==> src/hdl/cfd_pkg.sv <==
// ----------------------------------------------------------------------------
// cfd_pkg: shared types and constants of the CRC-32 frame deframer
// Holds the frame markers, the CRC polynomial, register reset values, the
// command and response records passed between the front and back ends, and
// the byte-wise CRC update function.
// ----------------------------------------------------------------------------
package cfd_pkg;

   // Frame markers and CRC polynomial (reflected form).
   localparam logic [7:0]  START_MARK = 8'hA5;
   localparam logic [7:0]  END_MARK   = 8'h5A;
   localparam logic [31:0] CRC_POLY   = 32'hEDB88320;

   // Configuration register indexes and reset values.
   localparam int unsigned CSR_INDEX_WIDTH = 1;
   localparam logic [CSR_INDEX_WIDTH-1:0] CSR_SEED_VALUE  = 1'd0;
   localparam logic [CSR_INDEX_WIDTH-1:0] CSR_MAX_PAYLOAD = 1'd1;
   localparam logic [31:0] SEED_RESET        = 32'h35769521;
   localparam logic [15:0] MAX_PAYLOAD_RESET = 16'd2048;

   // Result kinds as they appear on the response channel.
   typedef enum logic [2:0] {
      KIND_PAYLOAD = 3'd0,
      KIND_GOOD    = 3'd1,
      KIND_CRC_ERR = 3'd2,
      KIND_BAD_END = 3'd3,
      KIND_LEN_ERR = 3'd4
   } kind_type;

   // Operations the back end carries out on its CRC state.
   typedef enum logic [1:0] {
      OP_INIT  = 2'd0,
      OP_CRC   = 2'd1,
      OP_RCV   = 2'd2,
      OP_CHECK = 2'd3
   } op_type;

   // One classified byte, queued from the front end to the back end.
   typedef struct packed {
      op_type      op;
      logic        emit;
      kind_type    kind;
      logic [7:0]  data;
      logic [23:0] hdr;
      logic [15:0] count;
   } cmd_type;

   // One result transaction as it waits in the response queue.
   typedef struct packed {
      kind_type    kind;
      logic [7:0]  data_byte;
      logic [7:0]  frame_type;
      logic [7:0]  frame_cmd;
      logic [7:0]  frame_ack;
      logic [15:0] payload_count;
      logic        frame_end;
   } rsp_type;

   // Reflected CRC-32 update with one byte, one bit per step.
   function automatic logic [31:0] crc_byte(input logic [31:0] crc,
                                            input logic [7:0]  b);
      logic [31:0] c;
      c = crc ^ {24'd0, b};
      for (int k = 0; k < 8; k++) begin
         c = {1'b0, c[31:1]} ^ (c[0] ? CRC_POLY : 32'd0);
      end
      return c;
   endfunction

endpackage

==> src/hdl/cfd_fifo.sv <==
// ----------------------------------------------------------------------------
// cfd_fifo: small first-word-fall-through queue
// Register-based queue used between the front and back ends and in front of
// the response channel. The oldest entry is shown on pop_data while not empty.
// ----------------------------------------------------------------------------
module cfd_fifo #(
   parameter int DEPTH = 2,
   parameter int WIDTH = 8
) (
   input  logic             clock,
   input  logic             reset,
   input  logic             push,
   input  logic [WIDTH-1:0] push_data,
   output logic             full,
   input  logic             pop,
   output logic [WIDTH-1:0] pop_data,
   output logic             empty
);

   localparam int PTR_W = (DEPTH > 1) ? $clog2(DEPTH) : 1;
   localparam int CNT_W = $clog2(DEPTH + 1);

   logic [WIDTH-1:0] mem_ff [DEPTH];
   logic [PTR_W-1:0] wr_ptr_ff, wr_ptr_in;
   logic [PTR_W-1:0] rd_ptr_ff, rd_ptr_in;
   logic [CNT_W-1:0] count_ff, count_in;
   logic             do_push, do_pop;

   assign full     = (count_ff == CNT_W'(DEPTH));
   assign empty    = (count_ff == '0);
   assign do_push  = push && !full;
   assign do_pop   = pop && !empty;
   assign pop_data = mem_ff[rd_ptr_ff];

   // Pointer wrap and occupancy bookkeeping.
   always_comb begin
      wr_ptr_in = wr_ptr_ff;
      rd_ptr_in = rd_ptr_ff;
      count_in  = count_ff;
      if (do_push) begin
         wr_ptr_in = (wr_ptr_ff == PTR_W'(DEPTH - 1)) ? '0 : wr_ptr_ff + 1'b1;
      end
      if (do_pop) begin
         rd_ptr_in = (rd_ptr_ff == PTR_W'(DEPTH - 1)) ? '0 : rd_ptr_ff + 1'b1;
      end
      if (do_push && !do_pop) begin
         count_in = count_ff + 1'b1;
      end else if (do_pop && !do_push) begin
         count_in = count_ff - 1'b1;
      end
   end

   always_ff @(posedge clock) begin
      if (reset) begin
         wr_ptr_ff <= '0;
         rd_ptr_ff <= '0;
         count_ff  <= '0;
      end else begin
         wr_ptr_ff <= wr_ptr_in;
         rd_ptr_ff <= rd_ptr_in;
         count_ff  <= count_in;
      end
   end

   // Storage needs no reset; entries are read only after being written.
   always_ff @(posedge clock) begin
      if (do_push) begin
         mem_ff[wr_ptr_ff] <= push_data;
      end
   end

`ifndef SYNTHESIS
   // Occupancy never exceeds the queue depth.
   a_count_bound: assert property (@(posedge clock) disable iff (reset)
      count_ff <= CNT_W'(DEPTH))
      else $error("cfd_fifo: occupancy above depth");

   // A lone push grows the occupancy by exactly one.
   a_push_grows: assert property (@(posedge clock) disable iff (reset)
      (do_push && !do_pop) |=> (count_ff == $past(count_ff) + 1'b1))
      else $error("cfd_fifo: push did not grow occupancy");
`endif

endmodule

==> src/hdl/cfd_front.sv <==
// ----------------------------------------------------------------------------
// cfd_front: frame parser of the deframer
// Hunts for the start marker, tracks the byte position inside the frame,
// captures lengths and header bytes, and turns each accepted byte into one
// back-end command; version, total-length and hunting-dropped bytes make none.
// ----------------------------------------------------------------------------
module cfd_front (
   input  logic             clock,
   input  logic             reset,
   input  logic             req_push,
   input  logic [7:0]       req_rx_byte,
   input  logic [15:0]      max_payload,
   input  logic             cmd_full,
   output logic             cmd_push,
   output cfd_pkg::cmd_type cmd
);

   typedef enum logic [2:0] {
      PH_HUNT,
      PH_HEADER,
      PH_PAYLOAD,
      PH_CRC,
      PH_END
   } phase_type;

   phase_type   phase_ff, phase_in;
   logic [16:0] pos_ff, pos_in;
   logic [15:0] total_ff, total_in;
   logic [15:0] dlen_ff, dlen_in;
   logic [23:0] hdr_ff, hdr_in;

   logic        accept;
   logic [15:0] dlen_full;
   logic [16:0] idx;
   logic [16:0] pos_next;
   logic [15:0] delivered;

   assign accept    = req_push && !cmd_full;
   assign dlen_full = {dlen_ff[15:8], req_rx_byte};
   assign idx       = pos_ff - 17'd9;
   assign pos_next  = pos_ff + 17'd1;
   assign delivered = (dlen_ff < max_payload) ? dlen_ff : max_payload;

   // Frame sequencing and command classification.
   always_comb begin
      phase_in  = phase_ff;
      pos_in    = pos_ff;
      total_in  = total_ff;
      dlen_in   = dlen_ff;
      hdr_in    = hdr_ff;
      cmd_push  = 1'b0;
      cmd.op    = cfd_pkg::OP_CRC;
      cmd.emit  = 1'b0;
      cmd.kind  = cfd_pkg::KIND_PAYLOAD;
      cmd.data  = req_rx_byte;
      cmd.hdr   = hdr_ff;
      cmd.count = 16'd0;
      if (accept) begin
         unique case (phase_ff)
            PH_HEADER: begin
               pos_in = pos_next;
               priority if (pos_ff == 17'd2) begin
                  total_in = {req_rx_byte, 8'd0};
               end else if (pos_ff == 17'd3) begin
                  total_in = {total_ff[15:8], req_rx_byte};
               end else if (pos_ff >= 17'd4 && pos_ff <= 17'd6) begin
                  hdr_in   = {hdr_ff[15:0], req_rx_byte};
                  cmd_push = 1'b1;
               end else if (pos_ff == 17'd7) begin
                  dlen_in  = {req_rx_byte, 8'd0};
                  cmd_push = 1'b1;
               end else if (pos_ff == 17'd8) begin
                  dlen_in  = dlen_full;
                  cmd_push = 1'b1;
                  if ({1'b0, total_ff} != ({1'b0, dlen_full} + 17'd5)) begin
                     // Total length disagrees with data length: report at once.
                     phase_in  = PH_HUNT;
                     cmd.emit  = 1'b1;
                     cmd.kind  = cfd_pkg::KIND_LEN_ERR;
                  end else begin
                     phase_in = (dlen_full != 16'd0) ? PH_PAYLOAD : PH_CRC;
                  end
               end else begin
                  // The version byte carries nothing.
               end
            end
            PH_PAYLOAD: begin
               pos_in   = pos_next;
               cmd_push = 1'b1;
               if ((idx + 17'd1) >= {1'b0, dlen_ff}) begin
                  phase_in = PH_CRC;
               end
               if (idx < {1'b0, max_payload}) begin
                  cmd.emit  = 1'b1;
                  cmd.count = idx[15:0] + 16'd1;
               end
            end
            PH_CRC: begin
               pos_in   = pos_next;
               cmd_push = 1'b1;
               cmd.op   = cfd_pkg::OP_RCV;
               if (pos_next >= ({1'b0, dlen_ff} + 17'd13)) begin
                  phase_in = PH_END;
               end
            end
            PH_END: begin
               phase_in  = PH_HUNT;
               cmd_push  = 1'b1;
               cmd.op    = cfd_pkg::OP_CHECK;
               cmd.emit  = 1'b1;
               cmd.kind  = (req_rx_byte != cfd_pkg::END_MARK) ?
                           cfd_pkg::KIND_BAD_END : cfd_pkg::KIND_GOOD;
               cmd.count = delivered;
            end
            PH_HUNT: begin
               if (req_rx_byte == cfd_pkg::START_MARK) begin
                  phase_in = PH_HEADER;
                  pos_in   = 17'd1;
                  total_in = 16'd0;
                  dlen_in  = 16'd0;
                  hdr_in   = 24'd0;
                  cmd_push = 1'b1;
                  cmd.op   = cfd_pkg::OP_INIT;
               end
            end
            default: begin
               phase_in = PH_HUNT;
            end
         endcase
      end
   end

   always_ff @(posedge clock) begin
      if (reset) begin
         phase_ff <= PH_HUNT;
         pos_ff   <= '0;
         total_ff <= '0;
         dlen_ff  <= '0;
         hdr_ff   <= '0;
      end else begin
         phase_ff <= phase_in;
         pos_ff   <= pos_in;
         total_ff <= total_in;
         dlen_ff  <= dlen_in;
         hdr_ff   <= hdr_in;
      end
   end

`ifndef SYNTHESIS
   // A stray byte while hunting never reaches the back end.
   a_hunt_drop: assert property (@(posedge clock) disable iff (reset)
      (accept && phase_ff == PH_HUNT && req_rx_byte != cfd_pkg::START_MARK)
      |-> !cmd_push)
      else $error("cfd_front: stray byte produced a command");
`endif

endmodule

==> src/hdl/cfd_back.sv <==
// ----------------------------------------------------------------------------
// cfd_back: CRC engine and result builder of the deframer
// Takes front-end commands one per cycle, save while a result waits on a full
// response queue; keeps the running and received CRC values, queues results.
// ----------------------------------------------------------------------------
module cfd_back (
   input  logic             clock,
   input  logic             reset,
   input  logic [31:0]      init_seed,
   input  logic             cmd_empty,
   input  cfd_pkg::cmd_type cmd,
   output logic             cmd_pop,
   input  logic             rsp_full,
   output logic             rsp_push,
   output cfd_pkg::rsp_type rsp
);

   logic [31:0] crc_ff, crc_in;
   logic [31:0] rcv_ff, rcv_in;
   logic        crc_bad;

   // A command that yields a result waits for room in the response queue.
   assign cmd_pop  = !cmd_empty && (!cmd.emit || !rsp_full);
   assign rsp_push = cmd_pop && cmd.emit;
   assign crc_bad  = (~crc_ff != rcv_ff);

   // Result fields; a good end marker still fails on a CRC mismatch.
   always_comb begin
      rsp.kind          = cmd.kind;
      if (cmd.op == cfd_pkg::OP_CHECK && cmd.kind == cfd_pkg::KIND_GOOD && crc_bad) begin
         rsp.kind = cfd_pkg::KIND_CRC_ERR;
      end
      rsp.data_byte     = (cmd.kind == cfd_pkg::KIND_PAYLOAD) ? cmd.data : 8'd0;
      rsp.frame_type    = cmd.hdr[23:16];
      rsp.frame_cmd     = cmd.hdr[15:8];
      rsp.frame_ack     = cmd.hdr[7:0];
      rsp.payload_count = cmd.count;
      rsp.frame_end     = (cmd.kind != cfd_pkg::KIND_PAYLOAD);
   end

   // CRC state updates.
   always_comb begin
      crc_in = crc_ff;
      rcv_in = rcv_ff;
      if (cmd_pop) begin
         unique case (cmd.op)
            cfd_pkg::OP_INIT: begin
               crc_in = ~init_seed;
               rcv_in = 32'd0;
            end
            cfd_pkg::OP_CRC: begin
               crc_in = cfd_pkg::crc_byte(crc_ff, cmd.data);
            end
            cfd_pkg::OP_RCV: begin
               rcv_in = {rcv_ff[23:0], cmd.data};
            end
            cfd_pkg::OP_CHECK: begin
               // Comparison only; state is left as it is.
            end
            default: begin
            end
         endcase
      end
   end

   always_ff @(posedge clock) begin
      if (reset) begin
         crc_ff <= '0;
         rcv_ff <= '0;
      end else begin
         crc_ff <= crc_in;
         rcv_ff <= rcv_in;
      end
   end

`ifndef SYNTHESIS
   // A result is never written into a full response queue.
   a_no_overflow: assert property (@(posedge clock) disable iff (reset)
      rsp_push |-> !rsp_full)
      else $error("cfd_back: result pushed into full queue");
`endif

endmodule

==> src/hdl/crc32_frame_deframer.sv <==
// ----------------------------------------------------------------------------
// crc32_frame_deframer: marker-framed packet receiver with CRC-32 check
// Usage: bytes enter on the req_ queue port (req_push, req_full,
// req_rx_byte); a transaction completes when req_push is high and req_full
// low. Results leave on the rsp_ queue port: while rsp_empty is low the oldest
// result is on the rsp_ fields, and rsp_pop takes it. Each payload byte up to
// max_payload gives one result, and each frame ends with one status result.
// Registers are written on the csr_ port (csr_valid, csr_ready, csr_index,
// csr_wdata); the user must write them only while the block is idle, as the
// block does not enforce it. csr_ready is always high. Throughput is one
// byte per cycle while req_full is low, set by the byte-wide CRC update in
// the back end. A byte that yields a result passes through the command queue
// and then the result queue before it shows on the rsp_ port. When the
// receiver stalls, the result queue fills, then the command queue, and
// req_full rises. Synchronous reset returns the parser to hunting for the
// start marker, empties both queues and restores the register reset values.
// ----------------------------------------------------------------------------
module crc32_frame_deframer #(
   parameter int CMD_DEPTH = 2,
   parameter int RSP_DEPTH = 2
) (
   input  logic                                 clock,
   input  logic                                 reset,
   input  logic                                 req_push,
   output logic                                 req_full,
   input  logic [7:0]                           req_rx_byte,
   output logic                                 rsp_empty,
   input  logic                                 rsp_pop,
   output logic [2:0]                           rsp_kind,
   output logic [7:0]                           rsp_data_byte,
   output logic [7:0]                           rsp_frame_type,
   output logic [7:0]                           rsp_frame_cmd,
   output logic [7:0]                           rsp_frame_ack,
   output logic [15:0]                          rsp_payload_count,
   output logic                                 rsp_frame_end,
   input  logic                                 csr_valid,
   output logic                                 csr_ready,
   input  logic [cfd_pkg::CSR_INDEX_WIDTH-1:0]  csr_index,
   input  logic [31:0]                          csr_wdata
);

   localparam int CMD_W = $bits(cfd_pkg::cmd_type);
   localparam int RSP_W = $bits(cfd_pkg::rsp_type);

   logic [31:0]      seed_ff, seed_in;
   logic [15:0]      max_ff, max_in;

   cfd_pkg::cmd_type cmd_wr, cmd_rd;
   cfd_pkg::rsp_type rsp_wr, rsp_rd;
   logic [CMD_W-1:0] cmd_rd_bits;
   logic [RSP_W-1:0] rsp_rd_bits;
   logic             cmd_push, cmd_full, cmd_pop, cmd_empty;
   logic             rsp_push, rsp_full;

   // Configuration registers.
   assign csr_ready = 1'b1;

   always_comb begin
      seed_in = seed_ff;
      max_in  = max_ff;
      if (csr_valid && csr_ready) begin
         unique case (csr_index)
            cfd_pkg::CSR_SEED_VALUE:  seed_in = csr_wdata;
            cfd_pkg::CSR_MAX_PAYLOAD: max_in  = csr_wdata[15:0];
            default: begin
            end
         endcase
      end
   end

   always_ff @(posedge clock) begin
      if (reset) begin
         seed_ff <= cfd_pkg::SEED_RESET;
         max_ff  <= cfd_pkg::MAX_PAYLOAD_RESET;
      end else begin
         seed_ff <= seed_in;
         max_ff  <= max_in;
      end
   end

   // Front end: parsing and classification.
   cfd_front u_front (
      .clock       (clock),
      .reset       (reset),
      .req_push    (req_push),
      .req_rx_byte (req_rx_byte),
      .max_payload (max_ff),
      .cmd_full    (cmd_full),
      .cmd_push    (cmd_push),
      .cmd         (cmd_wr)
   );

   assign req_full = cmd_full;

   // Command queue between front and back ends.
   cfd_fifo #(
      .DEPTH (CMD_DEPTH),
      .WIDTH (CMD_W)
   ) u_cmd_fifo (
      .clock     (clock),
      .reset     (reset),
      .push      (cmd_push),
      .push_data (cmd_wr),
      .full      (cmd_full),
      .pop       (cmd_pop),
      .pop_data  (cmd_rd_bits),
      .empty     (cmd_empty)
   );

   assign cmd_rd = cfd_pkg::cmd_type'(cmd_rd_bits);

   // Back end: CRC and result building.
   cfd_back u_back (
      .clock     (clock),
      .reset     (reset),
      .init_seed (seed_ff),
      .cmd_empty (cmd_empty),
      .cmd       (cmd_rd),
      .cmd_pop   (cmd_pop),
      .rsp_full  (rsp_full),
      .rsp_push  (rsp_push),
      .rsp       (rsp_wr)
   );

   // Result queue in front of the response port.
   cfd_fifo #(
      .DEPTH (RSP_DEPTH),
      .WIDTH (RSP_W)
   ) u_rsp_fifo (
      .clock     (clock),
      .reset     (reset),
      .push      (rsp_push),
      .push_data (rsp_wr),
      .full      (rsp_full),
      .pop       (rsp_pop),
      .pop_data  (rsp_rd_bits),
      .empty     (rsp_empty)
   );

   assign rsp_rd            = cfd_pkg::rsp_type'(rsp_rd_bits);
   assign rsp_kind          = rsp_rd.kind;
   assign rsp_data_byte     = rsp_rd.data_byte;
   assign rsp_frame_type    = rsp_rd.frame_type;
   assign rsp_frame_cmd     = rsp_rd.frame_cmd;
   assign rsp_frame_ack     = rsp_rd.frame_ack;
   assign rsp_payload_count = rsp_rd.payload_count;
   assign rsp_frame_end     = rsp_rd.frame_end;

endmodule

==> config.mk <==
export PLATFORM = sky130hd
export DESIGN_NAME = crc32_frame_deframer
export DESIGN_NICKNAME = d
export VERILOG_FILES = /design/src/hdl/cfd_pkg.sv /design/src/hdl/cfd_fifo.sv /design/src/hdl/cfd_front.sv /design/src/hdl/cfd_back.sv /design/src/hdl/crc32_frame_deframer.sv
export SDC_FILE = /design/constraint.sdc
export NUM_CORES = 1
export LEC_CHECK = 0
export BUFFER_PORTS_ARGS = -buffer_cell sky130_fd_sc_hd__buf_2
export CORE_UTILIZATION = 35
export CTS_BUF_LIST = sky130_fd_sc_hd__clkbuf_16
export DETAILED_ROUTE_END_ITERATION = 10
export MAX_ROUTING_LAYER = met4
export PLACE_DENSITY = 0.49
export SLEW_MARGIN = 0
export SYNTH_ARGS = -nofsm -noshare
export SYNTH_HDL_FRONTEND = slang
export SYNTH_HIERARCHICAL = 1
export SYNTH_SLANG_ARGS = --single-unit
==> constraint.sdc <==
create_clock -name clock -period 3.95 [get_ports clock]
set_input_delay 0.395 -clock clock [delete_from_list [all_inputs] [get_ports clock]]
set_output_delay 0.395 -clock clock [all_outputs]
set_load 0.05 [all_outputs]
**Yosys cells after proc, flatten, opt, wreduce, memory -nomap -nowiden**

Memories as Yosys holds them, arrays and structs flattened. A register that Yosys moved wholly into a read port is not among the register bits.
Index checks and enable logic that the tools add are counted.

- Memories kept: 2
- Output and inout bits: 55
- Word-level logic and storage cells: 213
- Register bits after elaboration: 196
- Bits of input ports: 46
- Memory bits (writable): 212

- Mux-type cells: 81
- Bitwise gates (word level): 12
- Reductions and logical operators: 50
- Add/subtract/negate cells: 14
- Order comparisons: 6
- Eq/ne operators: 31

Memories:

| memory | depth | bits a word | read ports | clocked after memory_dff | wr ports | RTL line | source |
|---|---|---|---|---|---|---|---|
| u_cmd_fifo.mem_ff | 2 | 54 | 1 | 1 | 1 | cfd_fifo.sv:23 | `logic [WIDTH-1:0] mem_ff [DEPTH];` |
| u_rsp_fifo.mem_ff | 2 | 52 | 1 | 1 | 1 | cfd_fifo.sv:23 |  |

Operators with widths:

| kind | count |
|---|---|
| $mux 32 | 8 |
| $xor 31x32->32 | 8 |
| $mux 16 | 9 |
| $pmux 32 s2 | 2 |
| $mux 24 | 4 |
| $pmux 16 s2 | 3 |
| $not 32->32 | 2 |
| $pmux 24 s2 | 1 |
| $add 17x1->17 const B | 2 |
| $eq 17x2->1 const B | 2 |
| $pmux 17 s2 | 1 |
| $ne 32x32->1 | 1 |
| $xor 32x8->32 | 1 |
| $mux 3 | 10 |
| $mux 4 | 6 |
| $mux 8 | 3 |
| $mux 1 | 22 |
| $add 16x3->17 const B | 1 |
| $add 16x4->17 const B | 1 |
| $eq 17x3->1 const B | 1 |
| $eq 17x4->1 const B | 1 |
| $ge 17x16->1 | 1 |
| $ge 17x17->1 | 1 |
| $ge 17x3->1 const B | 1 |
| other kinds (42) | 102 |

**Longest topological paths before layout**

- Word-level depth: 18
- Mapped depth: 20
- Depth with buffers taken out: 19

**Modules after synthesis**

Netlist, hierarchy kept.

Modules (own cells, without submodules):

| module | cells an instance | area an instance (um^2) | instances | sequential area each (um^2) |
|---|---|---|---|---|
| cfd_front | 953 | 7,214.4 | 1 | 1,521.5 |
| cfd_fifo (u_cmd_fifo) | 193 | 4,103.9 | 1 | 3,343.2 |
| cfd_back | 482 | 4,066.4 | 1 | 1,281.2 |
| cfd_fifo (u_rsp_fifo) | 187 | 3,956.3 | 1 | 3,223.1 |
| crc32_frame_deframer | 203 | 2,079.5 | 1 | 960.9 |

**Worst setup path before layout**

Ideal clock, no wire load.

- Kind: register to register
- Start point: register u_front.pos_ff[0]
- End point: register u_front.phase_ff[1]
- Library setup time: 74 ps
- Clock period less this slack: 4,303 ps
- Arrival time: 4,229 ps
- Cell stages (with the launch flop): 20
- Slack: -353 ps
- Path through: dfxtp_1 > clkbuf_1 > inv_1 > ha_1 > xor2_1 > nand3_1 > nor4b_1 > nand4b_1 > nor2_1 > nand3_1 > xnor2_1 > ha_1 > o21ai_0 > o21a_1 > o311ai_0 > a211o_1 > a311o_2 > o211ai_2 > o21ai_0 > a31oi_1

- Word-level cells in the longest chain between the ends: 5
- Elaborated cells between the ends (all ways): 20
- Classes of those cells: add/sub: 3; order compare: 4; eq/ne: 11; reduce/logical: 2

RTL lines:

| what | RTL line | source |
|---|---|---|
| start, declared | cfd_front.sv:27 | `logic [16:0] pos_ff, pos_in;` |
| start signal, assigned | cfd_front.sv:142 | `pos_ff <= pos_in;` |
| $sub 17x4->17 | cfd_front.sv:40 | `assign idx = pos_ff - 17'd9;` |
| $add 17x1->17 | cfd_front.sv:90 | `if ((idx + 17'd1) >= {1'b0, dlen_ff}) begin` |
| $ge 17x16->1 | cfd_front.sv:90 |  |
| $ne 2x1->1 (no source line) | -- |  |
| $reduce_and 9->1 (no source line) (*) | -- |  |
| end signal, assigned | cfd_front.sv:141 | `phase_ff <= phase_in;` |
| end, declared | cfd_front.sv:26 | `phase_type phase_ff, phase_in;` |

Mark *: on every way between the ends. The rest lies on a longest branch, timed or not.
A chain may end at the register's enable or synchronous reset.

**Worst setup path after layout**

- Start point: register u_front.pos_ff[4]
- End point: register u_front.phase_ff[0]

The elaborated chain is that of the path after synthesis.

==> flow_summary.yaml <==
die:
  rows: 90
  die_h_um: 249
  pin_count: 101
  initial_core_util_pct: 35.5
  core_mm2: 0.0604
  die-area_mm2: 0.0622
  die_w_um: 249
cts:
  clockBufferDepth: 3
  cts_tree: "done"
  cts_root_buf: "clkbuf_16"
  path_clk_slew_ns: 0.05
  cts-buffers-inserted: 47
  clk_latency_ns: 0.60
  cts_sinks: 410
  ctsHtreeMaxLevel: 2
cells_and_area:
  seq_area_mm2: 0.0103
  syn_to_final_growth_pct: 15.1
  nNetsFinal: 2223
  multiInputGateArea_mm2: 0.0101
  final_cells: 2925
  fillCellCount: 5835
  fin_area_mm2: 0.0247
  drive_gt1_share_pct: 21.9
timing:
  fin_crit_sh_pct: 101
  fmax_mhz: 250
  slew_viol_final: 0
  finalSetupViolCount: 2
  relSlewSlack_pct: 26.0
  fin_crit_ns: 4.00
  worst_pin_slew_ns: 1.11
  setup_slack_ns: -0.0476
  clock_skew_ns: 0.0277
  rsz0062_at_grt: "true"
  final_hold_viol_count: 0
worst_setup_path:
  crit_path_top_delay_cell: "or4_4"
  worst-path-max-fanout: 6
  worst-setup-path-type: "register to register"
  cpMostUsedCell: "buf_4"
  reg2reg_depth: 19
  crit_required_ns: 4.44
  start_kind: "register"
  r2r_end: "u_front/phase_ff[0]"
  cp-end-kind: "register"
  arrival_ns: 4.49
  cp_top_family: "compound AO/OA/AOI/OAI gates"
  path_buf_inv: 4
  reg2reg_slack_ns: -0.05
  path_cells: "or4_4, buf_4, a21o_2, a31o_2, o21ai_2, nor2_4, buf_4, buf_4, xor2_1, ha_1, a211oi_2, o21a_1, buf_4, a21oi_1, a211o_1, a311o_2, o211ai_4, nor2_1, o31ai_1"
  timing.rr.start: "u_front/pos_ff[4]"
  cp_slowest_stage_delay_ns: 0.54
run:
  drv_cap: 0
worst_hold_path:
  hold_depth: 3
  hp-start: "csr_wdata[29]"
  holdPathEnd: "seed_ff[29]"
  hold_class: "input port to register"
placed_design:
  place_hpwl_um: 42700
  numPortBuffers: 99
  placedCellCount: 2829
  placed_cell_area_mm2: 0.0228
  place_congestion: 0.899
global_route:
  top_usage_layer: "met2"
  met2_usage_pct: 29.6
  grt_antenna_before_repair: 1
  grt_max_degree: 89
  grt_pass1_wl_um: 90600
  grt_pass1_vias: 14700
  grt_remaining_overflow: 0
  grtUsageMet1_pct: 26.8
  use_met3_pct: 2.62
  track_usage_pct: 19.5
yosys:
  syn_avg_cell_area_um2: 10.6
  ys_seq_elements: 410
  async_reset_ff_share_pct: 0
  seq_area_frac_synth_pct: 48.2
  syn_area_mm2: 0.0214
  synthFlopType: "edfxtp_1"
  synth.distinct_cells: 88
  synthCells: 2018
  synth_nets: 2138
  ys_warn_count: 6
  synth-edff-count: 212
route:
  vias: 15200
  post-route-drc-count: 0
  first_iter_violations: 973
  via_per_inst: 5.18
  routedWlPerCell_um: 20.3
  finalWirelength_um: 59400
  drtPass1Iterations: 5
  ant_nets: 0
power_and_ir_drop:
  powerDensity_mw_per_mm2: 472
  vdd_ir_drop_max_uv: 325
  power.leakage_nw: 9.05
outcome:
  violations: "negative setup slack"
  status: "finished, violations left"
[repair_timing]
action | in CTS | in global routing
setup endpoints to repair | 5 | 29
pin swaps | 14 | 18
setup buffers | 3 | 4
gates resized for setup | 27 | 18
hold buffers | 0 | 0
gates cloned | 0 | 0
[metal layers]
layer  routed length (µm)  vias to the layer above
li1                     -                     7351
met1                27900                     7365
met2                26900                      345
met3                 2840                       89
met4                 1740                        0
met5                    0                        -
[report_power, final]
part	total (mW)	switching, mW	leakage, nW	internal (mW)
Sequential	4.78	0.152	3.55	4.63
Combinational	2.49	1.59	4.69	0.902
Clock	4.36	1.83	0.810	2.53
[per-stage QoR]
stage	power (mW)	hold slack, ns	TNS (ns)	util (%)	setup WS (ns)
floorplan	6.68	0.425	0	-	0.00434
global placement	7.32	0.439	-0.557	37.8	-0.197
detailed placement	7.33	0.441	-0.855	37.8	-0.261
CTS	11.8	0.0397	-0.0642	40.7	-0.0343
global route	12.1	0.0528	-0.622	40.8	-0.260
finish	11.6	0.0694	-0.0798	40.8	-0.0476
[kinds of logic (layout without fill, tap and decap cells)]
logic type               Yosys count  in the layout  share of synthesized area [%]
AND/OR/NAND/NOR                  595            595                           14.0
flip-flops                       410            410                           48.2
AO/OA/AOI/OAI                    347            347                           10.7
buffers and inverters            236            360                           5.68
XOR/XNOR                         183            183                           8.42
multiplexers                     172            172                           8.66
adder cells (fa/ha/maj)           74             74                           4.32
other                              1              2                         0.0175
[final cells by class]
type | instances | share of cell area [%]
flip-flops and latches | 410 | 41.9
multi-input cells | 1372 | 41.0
repair buffers | 212 | 5.83
clock buffers | 47 | 4.77
well taps | 782 | 3.97
clock inverters | 41 | 1.62
inverters | 60 | 0.924
diodes | 1 | 0.0101
[registers in the layout, indices dropped and copies added, names as in the netlist, named ones only]
register and flops:
max_ff 16, u_back/crc_ff 32, u_front/hdr_ff 24, u_cmd_fifo/wr_ptr_ff 1, u_front/pos_ff 17, u_cmd_fifo/mem_ff 108
u_cmd_fifo/rd_ptr_ff 1, seed_ff 32, u_front/total_ff 16, u_back/rcv_ff 32, u_cmd_fifo/count_ff 2, u_front/dlen_ff 16
u_rsp_fifo/wr_ptr_ff 1, u_rsp_fifo/mem_ff 104, u_rsp_fifo/rd_ptr_ff 1, u_rsp_fifo/count_ff 2, u_front/phase_ff 3
[cell usage after synthesis (10+ instances only)]
cell type / count / area (µm²)
nor3_1: 21 / 105
nand4_1: 31 / 194
nor4_1: 20 / 125
dfxtp_1: 198 / 3960
mux2_2: 107 / 1200
buf_4: 54 / 405
a21o_1: 28 / 210
nand2_1: 124 / 465
nand2b_1: 45 / 282
and2_1: 14 / 87.6
nand3_1: 88 / 440
a31oi_1: 11 / 68.8
or3_1: 24 / 150
o21ai_0: 36 / 180
buf_6: 10 / 113
xnor2_1: 86 / 753
ha_1: 74 / 926
a32o_1: 12 / 120
a221oi_1: 16 / 140
inv_1: 60 / 225
nor2_1: 169 / 634
xor2_1: 81 / 709
buf_2: 17 / 85.1
mux2i_1: 65 / 651
a21oi_1: 154 / 771
clkbuf_1: 87 / 327
edfxtp_1: 212 / 6370
[cells in the final DEF (no fill, tap or decap), types with 16 or more instances in the layout]
| master | Yosys | final |
|---|---|---|
| mux2i_1 | 65 | 65 |
| xor2_1 | 81 | 78 |
| a221oi_1 | 16 | 16 |
| or3_1 | 24 | 24 |
| inv_1 | 60 | 68 |
| xnor2_1 | 86 | 83 |
| nand2_1 | 124 | 124 |
| buf_2 | 17 | 98 |
| nand2b_1 | 45 | 43 |
| edfxtp_1 | 212 | 212 |
| buf_4 | 54 | 104 |
| nand3_1 | 88 | 85 |
| clkbuf_16 | 0 | 47 |
| nand4_1 | 31 | 31 |
| o21ai_0 | 36 | 33 |
| dfxtp_1 | 198 | 194 |
| nor2_1 | 169 | 166 |
| mux2_2 | 107 | 107 |
| ha_1 | 74 | 72 |
| nor3_1 | 21 | 18 |
| nor4_1 | 20 | 17 |
| a21o_1 | 28 | 27 |
| a21oi_1 | 154 | 154 |
[worst max path at each step]
stage                                   from                 endpoint  slack (ns)  cells after the start
after global placement     u_front/pos_ff[0]      u_front/phase_ff[1]       -0.20                     16
after CTS                  u_front/pos_ff[0]      u_front/phase_ff[0]       -0.03                     17
after global routing       u_front/pos_ff[1]      u_front/phase_ff[0]       -0.26                     17
after detailed placement   u_front/pos_ff[0]      u_front/phase_ff[0]       -0.26                     16
after floorplan           u_front/pos_ff[10]  u_cmd_fifo/mem_ff[1][0]       0.004                     13
final                      u_front/pos_ff[4]      u_front/phase_ff[0]       -0.05                     19
[worst register-to-register path, cell delays in order (launching register included)]
cell and delay [ns]:
dfxtp_1 0.31, or4_4 0.54, buf_4 0.16, a21o_2 0.26
a31o_2 0.29, o21ai_2 0.10, nor2_4 0.07, buf_4 0.13
buf_4 0.12, xor2_1 0.15, ha_1 0.20, a211oi_2 0.22
o21a_1 0.18, buf_4 0.11, a21oi_1 0.06, a211o_1 0.28
a311o_2 0.36, o211ai_4 0.11, nor2_1 0.06, o31ai_1 0.24
(Power assumes the default switching activity.)
